<file path="src/rtl/hlxd_pkg.sv">
// Shared types, constants and register codes of the header/length/XOR deframer.
package hlxd_pkg;

   localparam int unsigned BYTE_W      = 8;
   localparam int unsigned CSR_INDEX_W = 1;
   localparam int unsigned CSR_DATA_W  = 8;

   typedef logic [BYTE_W-1:0] byte_type;

   // Configuration register indexes
   typedef enum logic [CSR_INDEX_W-1:0] {
      CSR_SYNC_FIRST  = 1'b0,
      CSR_SYNC_SECOND = 1'b1
   } csr_index_type;

   localparam byte_type SYNC_FIRST_RESET  = 8'd170;
   localparam byte_type SYNC_SECOND_RESET = 8'd85;

   // Parser phases; the codes left over behave as the first-header hunt
   typedef enum logic [2:0] {
      PH_HUNT_FIRST  = 3'd0,
      PH_HUNT_SECOND = 3'd1,
      PH_LENGTH      = 3'd2,
      PH_PAYLOAD     = 3'd3,
      PH_CHECK       = 3'd4
   } phase_type;

   // Header values seen by the parser
   typedef struct packed {
      byte_type sync_first;
      byte_type sync_second;
   } sync_cfg_type;

   // One result beat
   typedef struct packed {
      byte_type payload_byte;
      logic     frame_end;
      logic     frame_good;
      byte_type frame_length;
   } result_type;

endpackage

</file>
<file path="src/rtl/hlxd_if.sv">
// Valid/ready stream interfaces for received bytes and deframer results.
interface hlxd_req_if;
   logic       valid;
   logic       ready;
   logic [7:0] rx_byte;

   modport source (output valid, output rx_byte, input ready);
   modport sink   (input valid, input rx_byte, output ready);
endinterface

interface hlxd_rsp_if;
   logic       valid;
   logic       ready;
   logic [7:0] payload_byte;
   logic       frame_end;
   logic       frame_good;
   logic [7:0] frame_length;

   modport source (output valid, output payload_byte, output frame_end,
                   output frame_good, output frame_length, input ready);
   modport sink   (input valid, input payload_byte, input frame_end,
                   input frame_good, input frame_length, output ready);
endinterface

</file>
<file path="src/rtl/hlxd_csr.sv">
// Header value registers written through the plain configuration port.
module hlxd_csr (
   input  logic                            clock,
   input  logic                            reset,
   input  logic                            csr_wr_en,
   input  logic [hlxd_pkg::CSR_INDEX_W-1:0] csr_index,
   input  logic [hlxd_pkg::CSR_DATA_W-1:0]  csr_wr_data,
   output hlxd_pkg::sync_cfg_type           sync_cfg
);
   import hlxd_pkg::*;

   byte_type sync_first_ff, sync_first_in;
   byte_type sync_second_ff, sync_second_in;

   // Decode the write
   always_comb begin
      sync_first_in  = sync_first_ff;
      sync_second_in = sync_second_ff;
      if (csr_wr_en) begin
         unique case (csr_index_type'(csr_index))
            CSR_SYNC_FIRST:  sync_first_in  = csr_wr_data[BYTE_W-1:0];
            CSR_SYNC_SECOND: sync_second_in = csr_wr_data[BYTE_W-1:0];
            default: ;
         endcase
      end
   end

   always_ff @(posedge clock) begin
      if (reset) begin
         sync_first_ff  <= SYNC_FIRST_RESET;
         sync_second_ff <= SYNC_SECOND_RESET;
      end else begin
         sync_first_ff  <= sync_first_in;
         sync_second_ff <= sync_second_in;
      end
   end

   assign sync_cfg.sync_first  = sync_first_ff;
   assign sync_cfg.sync_second = sync_second_ff;

endmodule

</file>
<file path="src/rtl/hlxd_parse.sv">
// Input byte register and frame parser: header hunt, length, payload, checksum.
module hlxd_parse (
   input  logic                     clock,
   input  logic                     reset,
   hlxd_req_if.sink                 req_chan,
   input  hlxd_pkg::sync_cfg_type   sync_cfg,
   input  logic                     res_ready,
   output logic                     res_valid,
   output hlxd_pkg::result_type     res_data
);
   import hlxd_pkg::*;

   logic      in_valid_ff, in_valid_in;
   byte_type  in_byte_ff;
   phase_type phase_ff, phase_in;
   byte_type  bytes_left_ff, bytes_left_in;
   byte_type  running_xor_ff, running_xor_in;
   byte_type  length_seen_ff, length_seen_in;
   logic      consume;
   logic      emit;
   byte_type  b;

   assign b       = in_byte_ff;
   assign consume = in_valid_ff && res_ready;
   assign req_chan.ready = !in_valid_ff || consume;

   // Hold the input beat until the parser takes it
   assign in_valid_in = req_chan.valid || (in_valid_ff && !consume);

   always_ff @(posedge clock) begin
      if (reset) begin
         in_valid_ff <= 1'b0;
      end else begin
         in_valid_ff <= in_valid_in;
      end
   end

   always_ff @(posedge clock) begin
      if (req_chan.valid && req_chan.ready) begin
         in_byte_ff <= req_chan.rx_byte;
      end
   end

   // Next phase and frame counters
   always_comb begin
      phase_in       = phase_ff;
      bytes_left_in  = bytes_left_ff;
      running_xor_in = running_xor_ff;
      length_seen_in = length_seen_ff;
      if (consume) begin
         unique case (phase_ff)
            PH_HUNT_SECOND: begin
               if (b == sync_cfg.sync_second) begin
                  phase_in = PH_LENGTH;
               end else if (b == sync_cfg.sync_first) begin
                  phase_in = PH_HUNT_SECOND;
               end else begin
                  phase_in = PH_HUNT_FIRST;
               end
            end
            PH_LENGTH: begin
               length_seen_in = b;
               running_xor_in = b;
               bytes_left_in  = b;
               phase_in       = (b == '0) ? PH_CHECK : PH_PAYLOAD;
            end
            PH_PAYLOAD: begin
               running_xor_in = running_xor_ff ^ b;
               bytes_left_in  = bytes_left_ff - byte_type'(1);
               if (bytes_left_ff == byte_type'(1)) begin
                  phase_in = PH_CHECK;
               end
            end
            PH_CHECK: begin
               phase_in = PH_HUNT_FIRST;
            end
            default: begin
               phase_in = (b == sync_cfg.sync_first) ? PH_HUNT_SECOND : PH_HUNT_FIRST;
            end
         endcase
      end
   end

   // Result beat for payload and checksum bytes
   always_comb begin
      emit                  = 1'b0;
      res_data.payload_byte = '0;
      res_data.frame_end    = 1'b0;
      res_data.frame_good   = 1'b0;
      res_data.frame_length = length_seen_ff;
      unique case (phase_ff)
         PH_PAYLOAD: begin
            emit                  = 1'b1;
            res_data.payload_byte = b;
         end
         PH_CHECK: begin
            emit                = 1'b1;
            res_data.frame_end  = 1'b1;
            res_data.frame_good = (b == running_xor_ff);
         end
         default: ;
      endcase
   end

   assign res_valid = consume && emit;

   always_ff @(posedge clock) begin
      if (reset) begin
         phase_ff       <= PH_HUNT_FIRST;
         bytes_left_ff  <= '0;
         running_xor_ff <= '0;
         length_seen_ff <= '0;
      end else begin
         phase_ff       <= phase_in;
         bytes_left_ff  <= bytes_left_in;
         running_xor_ff <= running_xor_in;
         length_seen_ff <= length_seen_in;
      end
   end

   // A payload phase always has at least one byte still to come
   a_payload_count: assert property (@(posedge clock) disable iff (reset)
      phase_ff == PH_PAYLOAD |-> bytes_left_ff != '0)
      else $error("payload phase with zero bytes left");

   // A length byte seeds the checksum and the counter
   a_length_seed: assert property (@(posedge clock) disable iff (reset)
      (consume && phase_ff == PH_LENGTH) |=>
         (running_xor_ff == length_seen_ff) && (bytes_left_ff == length_seen_ff))
      else $error("length byte did not seed checksum and count");

   // A checksum byte returns the parser to the hunt
   a_check_exit: assert property (@(posedge clock) disable iff (reset)
      (consume && phase_ff == PH_CHECK) |=> phase_ff == PH_HUNT_FIRST)
      else $error("parser did not resume hunt after checksum");

   // Results come only from consumed payload or checksum bytes
   a_emit_source: assert property (@(posedge clock) disable iff (reset)
      res_valid |-> consume && (phase_ff == PH_PAYLOAD || phase_ff == PH_CHECK))
      else $error("result beat without payload or checksum byte");

endmodule

</file>
<file path="src/rtl/hlxd_out.sv">
// Result register that drives the response channel.
module hlxd_out (
   input  logic                  clock,
   input  logic                  reset,
   input  logic                  res_valid,
   input  hlxd_pkg::result_type  res_data,
   output logic                  res_ready,
   hlxd_rsp_if.source            rsp_chan
);
   import hlxd_pkg::*;

   logic       out_valid_ff, out_valid_in;
   result_type out_data_ff;

   // Take a new beat when empty or when the current one leaves
   assign res_ready    = !out_valid_ff || rsp_chan.ready;
   assign out_valid_in = res_valid || (out_valid_ff && !rsp_chan.ready);

   always_ff @(posedge clock) begin
      if (reset) begin
         out_valid_ff <= 1'b0;
      end else begin
         out_valid_ff <= out_valid_in;
      end
   end

   always_ff @(posedge clock) begin
      if (res_valid) begin
         out_data_ff <= res_data;
      end
   end

   assign rsp_chan.valid        = out_valid_ff;
   assign rsp_chan.payload_byte = out_data_ff.payload_byte;
   assign rsp_chan.frame_end    = out_data_ff.frame_end;
   assign rsp_chan.frame_good   = out_data_ff.frame_good;
   assign rsp_chan.frame_length = out_data_ff.frame_length;

endmodule

</file>
<file path="src/rtl/header_length_xor_deframer.sv">
// Top level of the header/length/XOR-checksum frame deframer.
// Accepts one received byte per cycle while the response port is not
// stalled, and recovers frames of the form header (two configurable sync
// bytes), length byte L, L payload bytes and a checksum byte equal to the
// XOR of the length byte and the payload. Bytes before a header are dropped.
// Each payload byte comes out as its own beat; the checksum byte gives a
// frame-end beat with frame_good and frame_length, so downstream can discard
// the payload of a bad frame. After any frame the hunt starts again right
// after its checksum byte. A byte passes through the input register and then
// the result register on its way to the response port. Write the sync
// registers only while the block is idle.
module header_length_xor_deframer (
   input  logic                             clock,
   input  logic                             reset,
   hlxd_req_if.sink                         req_chan,
   hlxd_rsp_if.source                       rsp_chan,
   input  logic                             csr_wr_en,
   input  logic [hlxd_pkg::CSR_INDEX_W-1:0] csr_index,
   input  logic [hlxd_pkg::CSR_DATA_W-1:0]  csr_wr_data
);
   import hlxd_pkg::*;

   sync_cfg_type sync_cfg;
   logic         res_valid;
   logic         res_ready;
   result_type   res_data;

   hlxd_csr u_csr (
      .clock       (clock),
      .reset       (reset),
      .csr_wr_en   (csr_wr_en),
      .csr_index   (csr_index),
      .csr_wr_data (csr_wr_data),
      .sync_cfg    (sync_cfg)
   );

   hlxd_parse u_parse (
      .clock     (clock),
      .reset     (reset),
      .req_chan  (req_chan),
      .sync_cfg  (sync_cfg),
      .res_ready (res_ready),
      .res_valid (res_valid),
      .res_data  (res_data)
   );

   hlxd_out u_out (
      .clock     (clock),
      .reset     (reset),
      .res_valid (res_valid),
      .res_data  (res_data),
      .res_ready (res_ready),
      .rsp_chan  (rsp_chan)
   );

endmodule

</file>
<file path="src/flat_wrapper.sv">
// flat-port wrapper written by rule: the top's interface ports become plain ports
module header_length_xor_deframer_flat import hlxd_pkg::*;
  (clock, reset, csr_wr_en, csr_index, csr_wr_data, req_chan_valid, req_chan_rx_byte, req_chan_ready, rsp_chan_valid, rsp_chan_payload_byte, rsp_chan_frame_end, rsp_chan_frame_good, rsp_chan_frame_length, rsp_chan_ready);
  hlxd_req_if req_chan_i ();
  hlxd_rsp_if rsp_chan_i ();
  input  logic clock;
  input  logic reset;
  input  logic csr_wr_en;
  input  logic [hlxd_pkg::CSR_INDEX_W-1:0] csr_index;
  input  logic [hlxd_pkg::CSR_DATA_W-1:0] csr_wr_data;
  input wire logic [$bits(req_chan_i.valid)-1:0] req_chan_valid;
  input wire logic [$bits(req_chan_i.rx_byte)-1:0] req_chan_rx_byte;
  output wire logic [$bits(req_chan_i.ready)-1:0] req_chan_ready;
  output wire logic [$bits(rsp_chan_i.valid)-1:0] rsp_chan_valid;
  output wire logic [$bits(rsp_chan_i.payload_byte)-1:0] rsp_chan_payload_byte;
  output wire logic [$bits(rsp_chan_i.frame_end)-1:0] rsp_chan_frame_end;
  output wire logic [$bits(rsp_chan_i.frame_good)-1:0] rsp_chan_frame_good;
  output wire logic [$bits(rsp_chan_i.frame_length)-1:0] rsp_chan_frame_length;
  input wire logic [$bits(rsp_chan_i.ready)-1:0] rsp_chan_ready;
  assign req_chan_i.valid = req_chan_valid;
  assign req_chan_i.rx_byte = req_chan_rx_byte;
  assign req_chan_ready = req_chan_i.ready;
  assign rsp_chan_valid = rsp_chan_i.valid;
  assign rsp_chan_payload_byte = rsp_chan_i.payload_byte;
  assign rsp_chan_frame_end = rsp_chan_i.frame_end;
  assign rsp_chan_frame_good = rsp_chan_i.frame_good;
  assign rsp_chan_frame_length = rsp_chan_i.frame_length;
  assign rsp_chan_i.ready = rsp_chan_ready;
  header_length_xor_deframer u_core (.clock(clock), .reset(reset), .req_chan(req_chan_i), .rsp_chan(rsp_chan_i), .csr_wr_en(csr_wr_en), .csr_index(csr_index), .csr_wr_data(csr_wr_data));
endmodule
</file>
<file path="config.mk">
export PLATFORM = sky130hd
export DESIGN_NAME = header_length_xor_deframer_flat
export DESIGN_NICKNAME = d
export VERILOG_FILES = /design/src/rtl/hlxd_pkg.sv /design/src/rtl/hlxd_if.sv /design/src/rtl/hlxd_csr.sv /design/src/rtl/hlxd_parse.sv /design/src/rtl/hlxd_out.sv /design/src/rtl/header_length_xor_deframer.sv /design/src/flat_wrapper.sv
export SDC_FILE = /design/constraint.sdc
export NUM_CORES = 1
export LEC_CHECK = 0
export BUFFER_PORTS_ARGS = -buffer_cell sky130_fd_sc_hd__buf_2
export CAP_MARGIN = 20
export CORE_ASPECT_RATIO = 0.7
export CORE_MARGIN = 2
export CORE_UTILIZATION = 55
export CTS_BUF_LIST = sky130_fd_sc_hd__clkbuf_8 sky130_fd_sc_hd__clkbuf_16
export DETAILED_ROUTE_END_ITERATION = 6
export PLACE_DENSITY = 0.81
export SKIP_LAST_GASP = 1
export SYNTH_ARGS = -nofsm -noshare
export SYNTH_HDL_FRONTEND = slang
export SYNTH_SLANG_ARGS = --single-unit
</file>
<file path="constraint.sdc">
create_clock -name clock -period 3.1 [get_ports clock]
set_clock_uncertainty 0.2 [all_clocks]
set_input_delay 0 -clock clock [delete_from_list [all_inputs] [get_ports clock]]
set_output_delay 0 -clock clock [all_outputs]
set_load 0.02 [all_outputs]
</file>
==> results_dict.tcl <==
set metrics [dict create \
    root_buffer "clkbuf_8" \
    grt_pass1_vias 2535 \
    cts_setup_buffers 0 \
    postSynthAreaPerCell_um2 9.68 \
    grt_first_pass_wirelength_um 12800 \
    fin_area_um2 3860 \
    die_area_um2 6460 \
    drt_iter0_drc 318 \
    die_height_um 67.9 \
    max-vdd-ir-drop_mv 0.275 \
    cp_slowest_stage_delay_ns 0.96 \
    dr.pass1.iters 6 \
    worstPathRequired_ns 3.13 \
    cp_data_arrival_time_ns 2.41 \
    cp_slowest_cell "dfxtp_1" \
    layout.cells.non_filler 466 \
    crit_path_end "u_core.u_parse.phase_ff[0]" \
    regArea_um2 1680 \
    yosys.area.top_type_share_pct 28.1 \
    netlist_area_um2 3200 \
    power_mw 1.89 \
    cp_max_fo 28 \
    intPower_mw 1.38 \
    grt_max_degree 39 \
    fin_nets 410 \
    num_antenna_cells 0 \
    p_sw_mw 0.502 \
    drive_above_1_share_pct 17.6 \
    power.leakage_nw 1.37 \
    finalHoldViolCount 0 \
    setup_viol 0 \
    worstSetupPathType "register to register" \
    worst_slew_pin_slew_ns 0.973 \
    dpl_worst_slack_ns 0.809 \
    clk_latency_ns 0.35 \
    cts_sinks 71 \
    multiInputGateArea_um2 1380 \
    comb_power_share_pct 8.9 \
    grt_util_met1_pct 37.6 \
    tns_ns 0 \
    final_max_slew_viol_count 0 \
    setup_slack_ns 0.716 \
    syn-num-nets 355 \
    ant_nets 0 \
    wirelength_um 8150 \
    syn_inst 331 \
    synth_cell_types 44 \
    rsz0062_at_grt "no" \
    start_util_pct 56.5 \
    cap_violations 0 \
    drc 0 \
    seq_area_frac_synth_pct 52.5 \
    grt_busiest_layer "met2" \
    worst-r2r-cell-count 4 \
    fin_hold_ws_ns 0.112 \
    clock.fmax_ghz 0.419 \
    place_area_um2 3430 \
    core_um2 5670 \
    power_density_nw_per_um2 488 \
    grt_use_total_pct 27.1 \
    fin_crit_sh_pct 76.9 \
    synth_edf_count 26 \
    rr_endpoint "u_core.u_parse.phase_ff[0]" \
    setup.worst_path.start_class "register" \
    syn_to_final_growth_pct 20.5 \
    rrSetupSlack_ns 0.72 \
    cts.clk_slew.worst_paths_ns 0.08 \
    placed_cells 425 \
    yosysTopAreaCell "dfxtp_1" \
    synth-async-reset-ratio_pct 0 \
    die_width_um 95.2 \
    endpoint_kind "register" \
    nFillCells 420 \
    vias 2855 \
    yosysWarnings 0 \
    ios 42 \
    ctsHtreeMaxLevel 3 \
    cts_made_buffers 9 \
    dp_hpwl_um 5020 \
    ys_ff_latch 71 \
    hold_path_class "input pin to register" \
    fin_util_pct 68.1 \
    p_clk_share_pct 36.2 \
    synth_area_leaders "dfxtp_1 (28%), edfxtp_1 (24%), xnor2_1 (4.4%)" \
    gr-total-overflow 0 \
    grtUsageMet2_pct 40.7 \
    cts_tree "built" \
    outcome "completed" \
    p_sw_share_pct 26.6 \
    gp_congestion 0.955 \
    avgViaCountPerCell 6.13 \
    power_frac_seq_pct 54.9 \
    synthTopCellsByCount "dfxtp_1 (45), nand2_1 (29), edfxtp_1 (26)" \
    r2r_start "u_core.u_parse.phase_ff[0]" \
    cp_cell_sequence "inv_2 -> or3_1 -> nor3_1 -> o31ai_1" \
    rows 23 \
    clk_path_buf_depth 2 \
    slew_headroom_pct 35.0 \
    yosysMostFrequentCell "dfxtp_1" \
    antenna_found_initial 0 \
    port_buffers 41 \
    crit_start "u_core.u_parse.phase_ff[0]" \
    layout_min_cycle_time_ns 2.38 \
    grt_use_met3_pct 8.81 \
    synth-main-ff-cell "dfxtp_1" \
    wl_per_cell_um 17.5 \
]
## power groups by stage
| stage | logic (mW) | clock network [mW] | registers [mW] |
|---|---|---|---|
| finish | 0.167 | 0.683 | 1.03 |
| floorplan | 0.121 | 0 | 1.02 |
| global placement | 0.134 | 0 | 1.05 |
| global route | 0.181 | 0.728 | 1.04 |
| detailed placement | 0.136 | 0 | 1.05 |
| CTS | 0.160 | 0.684 | 1.03 |
## worst min-delay path by stage
stage | from | end | slack (ns) | cells past startpoint
after global placement | req_chan_rx_byte[6] | u_core.u_parse.b[6] | -0.02 | 1
after CTS | rsp_chan_ready | u_core.u_out.rsp_chan.valid | 0.1 | 3
after floorplan | req_chan_rx_byte[0] | u_core.u_parse.b[0] | -0.10 | 0
final | rsp_chan_ready | u_core.u_out.rsp_chan.valid | 0.11 | 3
after global routing | req_chan_rx_byte[1] | u_core.u_parse.b[1] | 0.15 | 2
after detailed placement | req_chan_rx_byte[7] | u_core.u_parse.b[7] | -0.02 | 1
## metal layers
metal	vias to the layer above	share of wire (%)
li1	1310	-
met1	1328	44
met2	194	43
met3	23	11
met4	0	2.0
met5	-	0
## registers in the layout (all words and copies together) (netlist names)
| signal | cells |
|---|---|
| u_core.u_out.rsp_chan.payload_byte | 8 |
| u_core.u_csr.sync_second_ff | 8 |
| u_core.u_parse.length_seen_ff | 8 |
| u_core.u_out.rsp_chan.valid | 1 |
| u_core.u_parse.bytes_left_ff | 8 |
| u_core.u_parse.running_xor_ff | 8 |
| u_core.u_parse.in_valid_ff | 1 |
| u_core.u_csr.sync_first_ff | 8 |
| u_core.u_out.rsp_chan.frame_length | 8 |
| u_core.u_parse.phase_ff | 3 |
| u_core.u_parse.b | 8 |
| u_core.u_out.rsp_chan.frame_end | 1 |
| u_core.u_out.rsp_chan.frame_good | 1 |
## final cells by class
class / count / share of cell area (%)
Clock buffer: 10 / 3.56
Inverter: 8 / 0.778
Timing Repair Buffer: 71 / 12.8
Multi-Input combinational cell: 225 / 35.8
Tap cell: 75 / 2.43
Clock inverter: 6 / 1.10
Sequential cell: 71 / 43.6
## kinds of logic (layout without fill, tap and decap cells)
group | Yosys count | after routing | share of synthesized area [%]
adders and majority gates | 2 | 2 | 0.781
AOI/OAI and AO/OA | 80 | 80 | 15.8
muxes | 8 | 8 | 2.50
buffers and inverters | 35 | 95 | 4.37
xor gates and xnor gates | 24 | 24 | 6.56
and+or+nand+nor | 111 | 111 | 17.5
DFF | 71 | 71 | 52.5
## cell usage in the layout (no fill, tap or decap), types with 8 or more instances in the layout
| cell | synthesis | layout |
|---|---|---|
| mux2i_1 | 8 | 8 |
| nand3_1 | 17 | 17 |
| edfxtp_1 | 26 | 26 |
| nand2_1 | 29 | 29 |
| a32oi_1 | 8 | 8 |
| xor2_1 | 8 | 8 |
| nor2_1 | 22 | 22 |
| o21ai_0 | 22 | 22 |
| a21oi_1 | 25 | 25 |
| xnor2_1 | 16 | 16 |
| o2111ai_1 | 8 | 8 |
| and2_1 | 8 | 8 |
| clkbuf_8 | 0 | 10 |
| dlygate4sd3_1 | 0 | 25 |
| buf_2 | 1 | 41 |
| dfxtp_1 | 45 | 45 |
## critical path, delay by kind of cell (launching register included)
family | cells | cell delay [ns]
buffers and inverters | 1 | 0.30
DFF | 1 | 0.96
and+or+nand+nor | 2 | 0.67
AOI/OAI and AO/OA | 1 | 0.11
## what timing repair did
item | in CTS | in global routing
endpoints found under the hold margin | 46 | 0
hold buffers | 25 | 0
resized for setup | 0 | 0
No activity file was read; power rests on OpenSTA's default activity.
